`src/sv/pps_pkg.sv`:
```
// pps_pkg: shared types, constants and helpers for the particle pool stepper
// no dependencies
package pps_pkg;

    localparam int POOL_SIZE = 64;
    localparam int SLOT_W    = (POOL_SIZE > 1) ? $clog2(POOL_SIZE) : 1;
    localparam int DAMP_Q16  = 3277;
    localparam int GRAV_Q16  = 13107;
    localparam int LIFE_W    = 18;
    localparam logic [LIFE_W-1:0] LIFE_START_RST = 18'd196608;

    typedef enum logic [1:0] {
        MODE_SPAWN = 2'd0,
        MODE_TICK  = 2'd1,
        MODE_DRAW  = 2'd2
    } t_mode;

    typedef enum logic [2:0] {
        KIND_SPAWNED   = 3'd0,
        KIND_DROPPED   = 3'd1,
        KIND_TICK_DONE = 3'd2,
        KIND_ENTRY     = 3'd3,
        KIND_NONE      = 3'd4
    } t_kind;

    typedef struct packed {
        t_mode              mode;
        logic signed [31:0] spawn_x;
        logic signed [31:0] spawn_y;
        logic signed [31:0] spawn_vx;
        logic signed [31:0] spawn_vy;
        logic [15:0]        spawn_size;
        logic [15:0]        tick_step;
    } t_in;

    typedef struct packed {
        t_kind              kind;
        logic               need_draw;
        logic signed [31:0] out_x;
        logic signed [31:0] out_y;
        logic [15:0]        out_size;
        logic               last;
    } t_out;

    typedef struct packed {
        logic signed [31:0] pos_x;
        logic signed [31:0] pos_y;
        logic signed [31:0] vel_x;
        logic signed [31:0] vel_y;
        logic signed [18:0] life;
        logic [15:0]        size;
    } t_part;

    localparam int PART_W = $bits(t_part);

    typedef struct packed {
        logic              capture;
        logic              rd_en;
        logic              tick_rd;
        logic              spawn_wr;
        logic              out_load;
        t_kind             out_kind;
        logic              out_from_ram;
        logic              out_last;
        logic [SLOT_W-1:0] slot;
    } t_cmd;

    typedef struct packed {
        logic slot_alive;
        logic any_alive;
        logic more_above;
        logic out_free;
        logic tick_busy;
    } t_stat;

    function automatic logic signed [31:0] sat32(input logic signed [33:0] v);
        logic signed [31:0] r;
        if (v > 34'sd2147483647) begin
            r = 32'sh7FFFFFFF;
        end else if (v < -34'sd2147483648) begin
            r = 32'sh80000000;
        end else begin
            r = v[31:0];
        end
        return r;
    endfunction

endpackage

```
`src/sv/pps_ctrl.sv`:
```
// pps_ctrl: sequencer for spawn search, tick sweep and draw walk
// depends on pps_pkg
module pps_ctrl
    import pps_pkg::*;
(
    input  logic  i_clk,
    input  logic  i_rst_n,
    input  logic  i_in_valid,
    input  t_mode i_mode,
    output logic  o_in_ready,
    input  t_stat i_stat,
    output t_cmd  o_cmd
);

    typedef enum logic [2:0] {
        S_IDLE,
        S_SPAWN,
        S_TICK,
        S_TDRAIN,
        S_DSTART,
        S_DRAW,
        S_DWAIT
    } t_state;

    localparam logic [SLOT_W-1:0] LAST_SLOT = SLOT_W'(POOL_SIZE - 1);

    t_state            r_state;
    t_state            n_state;
    logic [SLOT_W-1:0] r_slot;
    logic [SLOT_W-1:0] n_slot;
    logic              at_end;

    assign at_end = (r_slot == LAST_SLOT);

    always_comb begin
        n_state            = r_state;
        n_slot             = r_slot;
        o_cmd              = '0;
        o_cmd.out_kind     = KIND_SPAWNED;
        o_cmd.slot         = r_slot;
        o_in_ready         = (r_state == S_IDLE);
        unique case (r_state)
            S_IDLE: begin
                n_slot = '0;
                if (i_in_valid) begin
                    o_cmd.capture = 1'b1;
                    case (i_mode)
                        MODE_SPAWN: n_state = S_SPAWN;
                        MODE_TICK:  n_state = S_TICK;
                        MODE_DRAW:  n_state = S_DSTART;
                        default:    n_state = S_IDLE;
                    endcase
                end
            end
            S_SPAWN: begin
                if (!i_stat.slot_alive) begin
                    if (i_stat.out_free) begin
                        o_cmd.spawn_wr = 1'b1;
                        o_cmd.out_load = 1'b1;
                        o_cmd.out_kind = KIND_SPAWNED;
                        o_cmd.out_last = 1'b1;
                        n_state        = S_IDLE;
                    end
                end else if (at_end) begin
                    if (i_stat.out_free) begin
                        o_cmd.out_load = 1'b1;
                        o_cmd.out_kind = KIND_DROPPED;
                        o_cmd.out_last = 1'b1;
                        n_state        = S_IDLE;
                    end
                end else begin
                    n_slot = r_slot + 1'b1;
                end
            end
            S_TICK: begin
                o_cmd.rd_en   = 1'b1;
                o_cmd.tick_rd = 1'b1;
                n_slot        = r_slot + 1'b1;
                if (at_end) begin
                    n_state = S_TDRAIN;
                end
            end
            S_TDRAIN: begin
                if (!i_stat.tick_busy && i_stat.out_free) begin
                    o_cmd.out_load = 1'b1;
                    o_cmd.out_kind = KIND_TICK_DONE;
                    o_cmd.out_last = 1'b1;
                    n_state        = S_IDLE;
                end
            end
            S_DSTART: begin
                if (i_stat.any_alive) begin
                    n_state = S_DRAW;
                end else if (i_stat.out_free) begin
                    o_cmd.out_load = 1'b1;
                    o_cmd.out_kind = KIND_NONE;
                    o_cmd.out_last = 1'b1;
                    n_state        = S_IDLE;
                end
            end
            S_DRAW: begin
                if (i_stat.slot_alive) begin
                    o_cmd.rd_en = 1'b1;
                    n_state     = S_DWAIT;
                end else if (at_end) begin
                    n_state = S_IDLE;
                end else begin
                    n_slot = r_slot + 1'b1;
                end
            end
            S_DWAIT: begin
                if (i_stat.out_free) begin
                    o_cmd.out_load     = 1'b1;
                    o_cmd.out_kind     = KIND_ENTRY;
                    o_cmd.out_from_ram = 1'b1;
                    o_cmd.out_last     = !i_stat.more_above;
                    if (!i_stat.more_above) begin
                        n_state = S_IDLE;
                    end else begin
                        n_slot  = r_slot + 1'b1;
                        n_state = S_DRAW;
                    end
                end
            end
            default: n_state = S_IDLE;
        endcase
    end

    always_ff @(posedge i_clk) begin
        if (!i_rst_n) begin
            r_state <= S_IDLE;
            r_slot  <= '0;
        end else begin
            r_state <= n_state;
            r_slot  <= n_slot;
        end
    end

`ifndef ASSERT_OFF
    a_idle_drained: assert property (@(posedge i_clk) disable iff (!i_rst_n)
        (r_state == S_IDLE) |-> !i_stat.tick_busy)
        else $error("tick pipeline busy while idle");
    a_draw_read_alive: assert property (@(posedge i_clk) disable iff (!i_rst_n)
        (r_state == S_DWAIT) |-> i_stat.slot_alive)
        else $error("draw emits an inactive slot");
`endif

endmodule

```
`config.mk`:
```
export PLATFORM = sky130hd
export DESIGN_NAME = pps_ctrl
export DESIGN_NICKNAME = d
export VERILOG_FILES = /design/src/sv/pps_pkg.sv /design/src/sv/pps_ctrl.sv
export SDC_FILE = /design/constraint.sdc
export NUM_CORES = 1
export LEC_CHECK = 0
export BUFFER_PORTS_ARGS = -buffer_cell sky130_fd_sc_hd__buf_2
export CELL_PAD_IN_SITES_DETAIL_PLACEMENT = 2
export CELL_PAD_IN_SITES_GLOBAL_PLACEMENT = 2
export CORE_MARGIN = 2
export CORE_UTILIZATION = 23
export DETAILED_ROUTE_END_ITERATION = 8
export GPL_ROUTABILITY_DRIVEN = 0
export GPL_TIMING_DRIVEN = 0
export HOLD_SLACK_MARGIN = 0.06
export PLACE_DENSITY_LB_ADDON = 0.2
export SLEW_MARGIN = 20
export SYNTH_ARGS = -nofsm -noshare
export SYNTH_HDL_FRONTEND = slang
export SYNTH_SLANG_ARGS = --single-unit
export TNS_END_PERCENT = 5
```
`constraint.sdc`:
```
create_clock -name i_clk -period 1.7 [get_ports i_clk]
set_input_delay 0.17 -clock i_clk [delete_from_list [all_inputs] [get_ports i_clk]]
set_output_delay 0.17 -clock i_clk [all_outputs]
set_load 0.01 [all_outputs]
```
## Yosys cells after proc, flatten, opt, wreduce, memory -nomap -nowiden

Cells that the tools add are included.

| storage, ports and cells | value |
|---|---|
| flip-flop bits (word level) | 9 |
| bits of input ports | 10 |
| output and inout port bits | 17 |
| word-level logic and storage cells | 71 |

| cells by class | value |
|---|---|
| add/sub/neg operators | 1 |
| equality and inequality tests | 18 |
| multiplexer cells | 42 |
| reduce and logical (&&, ||, !) cells | 8 |

Operator list:

| cell | count |
|---|---|
| 6-bit two-way mux | 6 |
| 3-bit two-way mux | 11 |
| 6-bit one-hot mux with 5 select lines | 1 |
| 4-bit two-way mux | 6 |
| 3-bit one-hot mux with 7 select lines | 1 |
| 4-bit one-hot mux with 4 select lines | 1 |
| 2-bit != test (second input constant) | 7 |
| 1-bit two-way mux | 12 |
| 3-bit == test (second input constant) | 3 |
| 3-bit one-hot mux with 3 select lines | 1 |
| 6-bit by 1-bit adder with 6-bit output (second input constant) | 1 |
| 3-bit by 2-bit == test with 1-bit output (second input constant) | 2 |
| 6-bit == test (second input constant) | 1 |
| 3-bit != test (second input constant) | 2 |
| 6-bit AND reduction | 1 |
| 5-bit two-way mux | 1 |
| 5-bit AND reduction | 1 |
| 5-bit nonzero test | 1 |
| 1-bit one-hot mux with 4 select lines | 1 |
| 3-bit by 1-bit == test with 1-bit output (second input constant) | 1 |
| 3-bit zero test | 1 |
| 2-bit by 1-bit == test with 1-bit output (second input constant) | 1 |
| 2-bit == test (second input constant) | 1 |
| 1-bit zero test | 2 |
| other kinds (3) | 3 |

## Depth between registers and ports, before layout

| depth | value |
|---|---|
| depth in word-level cells | 4 |
| depth in mapped cells | 7 |

## Worst setup path after synthesis

No wires, ideal clock.

| path | value |
|---|---|
| path kind | register to output |
| from | register r_slot[0] |
| to | output o_cmd[8] in the netlist's numbering |
| data arrival time | 1.647 ns |
| data required time | 1.530 ns |
| slack | -0.117 ns |
| stages on the path, launching flop included | 6 |
| path buffers | 0 |
| cell sequence | dfxtp_1 > ha_1 > and3_1 > nand3_1 > or4_1 > a21boi_0 |

RTL lines:

| what | line | source |
|---|---|---|
| from (decl) | pps_ctrl.sv:29 | `logic [SLOT_W-1:0] r_slot;` |
| from (signal assigned) | pps_ctrl.sv:135 | `r_slot <= n_slot;` |
| to (decl) | pps_ctrl.sv:12 | `output t_cmd o_cmd` |

==> results.sh <==
export IMPL_status="finished with violations"
export IMPL_failed_checks="negative setup slack"
export IMPL_ctsHtreeMaxLevel=1
export IMPL_post_synth_num_cell_types=36
export IMPL_drive_gt1_share_pct=36.88
export IMPL_boundaryPins=27
export IMPL_avgViaCountPerCell=5.123
export IMPL_worst_setup_path_startpoint="r_slot[1]$_SDFFE_PN0P_"
export IMPL_post_dp_hpwl_mm=2.131
export IMPL_synthesis_nets=121
export IMPL_yosys_register_bits=9
export IMPL_synth_area_leader_cell="sky130_fd_sc_hd__dfxtp_1"
export IMPL_first_global_vias=1011
export IMPL_drt_iter0_drc=34
export IMPL_grt_max_degree=11
export IMPL_finalWirelength_mm=2.776
export IMPL_fin_tns_setup_ns=-0.5677
export IMPL_power_sequential_fraction_pct=26.4
export IMPL_port_buffers=26
export IMPL_critical_path_reg2reg_startpoint="r_slot[1]$_SDFFE_PN0P_"
export IMPL_combinational_cell_fraction_of_total_power_pct=55.7
export IMPL_cts_made_buffers=3
export IMPL_achievable_frequency_mhz=500.0
export IMPL_coreArea_um2=3311
export IMPL_syn_area_um2=789.5
export IMPL_syn_instance_count=110
export IMPL_hp_class="in2reg"
export IMPL_grt_total_usage_pct=15.01
export IMPL_num_antenna_cells=0
export IMPL_end_kind="primary output"
export IMPL_synth_top_cell_area_share_pct=22.82
export IMPL_power_per_cell_area_nw_per_um2=871.7
export IMPL_clockRootBuffer="sky130_fd_sc_hd__clkbuf_4"
export IMPL_placement_setup_worst_slack_ns=-0.1974
export IMPL_cts_hold_repair_buffers=0
export IMPL_clockPowerShare_pct=17.9
export IMPL_vdd_drop_max_mv=0.3363
export IMPL_power_switching_share_pct=42.26
export IMPL_finalSetupViolations=6
export IMPL_core_rows=21
export IMPL_layout_filler_cells=421
export IMPL_ys_warn_count=0
export IMPL_intPower_mw=0.5492
export IMPL_crit_arrival_ns=1.83
export IMPL_clock_tree_from_tritoncts="done"
export IMPL_clock_sinks=9
export IMPL_holdCritStartpoint="i_rst_n"
export IMPL_timing_max_slew_rel_slack_pct=70.42
export IMPL_critical_path_fanouts_max=4
export IMPL_postLayoutSetupSlackWorst_ns=-0.3001
export IMPL_avg_inst_size_synth_um2=7.177
export IMPL_dr_total_vias=958
export IMPL_grt_antenna_before_repair=0
export IMPL_cts_reportedPaths_clkPinSlew_ns=0.06
export IMPL_rsz0062_at_grt="true"
export IMPL_drt_wirelength_per_cell_um=14.84
export IMPL_placed_cells=182
export IMPL_critPathMaxStageDelay_ns=0.50
export IMPL_cts_buffer_depth=2
export IMPL_synth_yosys_seq_area_share_pct=22.82
export IMPL_critPathRequiredTime_ns=1.53
export IMPL_power_switching_mw=0.4019
export IMPL_finalHoldViolCount=0
export IMPL_fin_cells=187
export IMPL_min_period_over_period_pct=117.7
export IMPL_worst_slew_pin_slew_ns=0.4437
export IMPL_worst_setup_path_type="reg2out"
export IMPL_first_pass_iters=4
export IMPL_crit_slowest_cell="sky130_fd_sc_hd__or4_4"
export IMPL_start_kind="flop"
export IMPL_grt_pass1_wl_mm=4.692
export IMPL_clk_insertion_delay_late_ns=0.26
export IMPL_power_leakage_nw=0.4745
export IMPL_area_of_the_die_um2=3918
export IMPL_critical_path_n_buffers_inverters=1
export IMPL_finalNetCount=153
export IMPL_die_w_um=62.59
export IMPL_timing_critical_path_cells="ha_4, and3_4, nand3_2, or4_4, a21boi_2, buf_2"
export IMPL_global_route_overflow_total=0
export IMPL_timing_final_crit_period_ns=2.000
export IMPL_timing_max_cap_violations=0
export IMPL_final_seq_area_um2=188.9
export IMPL_yosys_top_cells_area="sky130_fd_sc_hd__dfxtp_1, sky130_fd_sc_hd__nand2b_1, sky130_fd_sc_hd__nand2_1"
export IMPL_critical_path_top_delay_family="simple AND/OR/NAND/NOR gates"
export IMPL_route_detailed_drc=0
export IMPL_slew_viol_final=0
export IMPL_report_power_total_mw=0.9511
export IMPL_timing_clock_skew_ns=0.001335
export IMPL_initial_utilization_pct=23.85
export IMPL_chipHeight_um=62.59
export IMPL_multi_input_combinational_cell_area_um2=613.1
export IMPL_final_antenna_net_count=0
export IMPL_area_growth_synth_to_final_pct=38.19
-- worst paths after layout --
| kind | end | slack [ns] | depth (start not counted) |
|---|---|---|---|
| worst max register to register | r_slot[2]$_SDFFE_PN0P_ | -0.09 | 6 |
| worst max-delay path | o_cmd[8] | -0.30 | 6 |
| worst min register to register | r_slot[1]$_SDFFE_PN0P_ | 0.57 | 2 |
| worst min-delay path | r_slot[2]$_SDFFE_PN0P_ | 0.23 | 2 |
-- what timing repair did --
item | CTS | global route
gates resized for setup | 20 | 4
setup buffers | 1 | 0
pin swaps | 1 | 1
endpoints found under the setup margin | 17 | 15
-- final cells by class --
class / count / area share [%]
clock buffer: 4 / 2.408
buffer: 5 / 4.816
inverter: 4 / 1.376
sequential: 9 / 17.32
multi-input combinational: 92 / 56.19
tap: 46 / 5.275
timing repair buffer: 27 / 12.61
-- kinds of logic after synthesis --
family | after synthesis | synth area share (%)
XOR/XNOR | 1 | 1.110
multiplexers | 1 | 1.268
flip-flops | 9 | 22.82
AO/OA/AOI/OAI | 30 | 25.99
AND/OR/NAND/NOR | 59 | 41.68
buffers and inverters | 9 | 5.546
adder cells (fa/ha/maj) | 1 | 1.585
-- sequential cells by signal, summed over array words and instances (netlist names) --
signal and cells:
r_slot 6, r_state 3
-- per-stage QoR --
step                cell area [um^2]  hold WS [ns]  utilization [%]
finish                          1091        0.2288            32.96
global route                    1091        0.2286            32.96
CTS                             1076        0.2209            32.50
detailed placement             982.2        0.5013            29.67
global placement               982.2        0.4889            29.67
floorplan                      794.5        0.3216                -
-- cell usage in the layout (no fill, tap or decap), types with 4 or more instances in the layout --
| master | synthesis | final |
|---|---|---|
| sky130_fd_sc_hd__dfxtp_1 | 9 | 6 |
| sky130_fd_sc_hd__nor2_1 | 5 | 5 |
| sky130_fd_sc_hd__o21ai_0 | 5 | 4 |
| sky130_fd_sc_hd__nor3_1 | 5 | 4 |
| sky130_fd_sc_hd__nand2b_1 | 12 | 12 |
| sky130_fd_sc_hd__inv_1 | 4 | 4 |
| sky130_fd_sc_hd__buf_2 | 2 | 26 |
| sky130_fd_sc_hd__clkbuf_4 | 0 | 5 |
| sky130_fd_sc_hd__a21oi_1 | 7 | 6 |
| sky130_fd_sc_hd__o22ai_1 | 4 | 4 |
| sky130_fd_sc_hd__nand2_1 | 15 | 15 |
| sky130_fd_sc_hd__nand3_1 | 6 | 5 |
| sky130_fd_sc_hd__a32o_1 | 4 | 4 |
-- metal layers --
layer,track usage [%],part of all wire (%),vias up
li1,-,-,462
met1,17.62,45,465
met2,26.88,51,27
met3,1.622,2.7,4
met4,7.500,1.6,0
met5,0,0,-
-- cell usage after synthesis --
library cell and count:
sky130_fd_sc_hd__nand2b_1 12, sky130_fd_sc_hd__or2_2 2, sky130_fd_sc_hd__nor3b_4 1, sky130_fd_sc_hd__mux2i_1 1
sky130_fd_sc_hd__o21ai_0 5, sky130_fd_sc_hd__dfxtp_1 9, sky130_fd_sc_hd__nor2_2 1, sky130_fd_sc_hd__or4_1 1
sky130_fd_sc_hd__a22oi_1 2, sky130_fd_sc_hd__a32o_1 4, sky130_fd_sc_hd__nor3b_1 1, sky130_fd_sc_hd__buf_6 1
sky130_fd_sc_hd__nor2_1 5, sky130_fd_sc_hd__inv_1 4, sky130_fd_sc_hd__nand3_1 6, sky130_fd_sc_hd__and3_1 3
sky130_fd_sc_hd__o22ai_1 4, sky130_fd_sc_hd__a31oi_1 1, sky130_fd_sc_hd__nor3_1 5, sky130_fd_sc_hd__and4b_1 1
sky130_fd_sc_hd__and3b_1 1, sky130_fd_sc_hd__nor4b_1 1, sky130_fd_sc_hd__o311a_1 1, sky130_fd_sc_hd__nor2b_1 3
sky130_fd_sc_hd__nand2_1 15, sky130_fd_sc_hd__and2_1 1, sky130_fd_sc_hd__buf_2 2, sky130_fd_sc_hd__a21boi_0 2
sky130_fd_sc_hd__a31o_2 1, sky130_fd_sc_hd__o211ai_1 1, sky130_fd_sc_hd__xnor2_1 1, sky130_fd_sc_hd__clkbuf_1 2
sky130_fd_sc_hd__a221o_1 1, sky130_fd_sc_hd__ha_1 1, sky130_fd_sc_hd__o31ai_1 1, sky130_fd_sc_hd__a21oi_1 7
-- power by group through the flow --
stage / clock network, mW / registers, mW / logic (mW)
CTS: 0.180 / 0.250 / 0.523
floorplan: 0 / 0.250 / 0.337
detailed placement: 0 / 0.253 / 0.485
finish: 0.170 / 0.251 / 0.530
global placement: 0 / 0.252 / 0.469
global route: 0.191 / 0.253 / 0.593
Note: power is estimated with default switching activity, not from simulation.
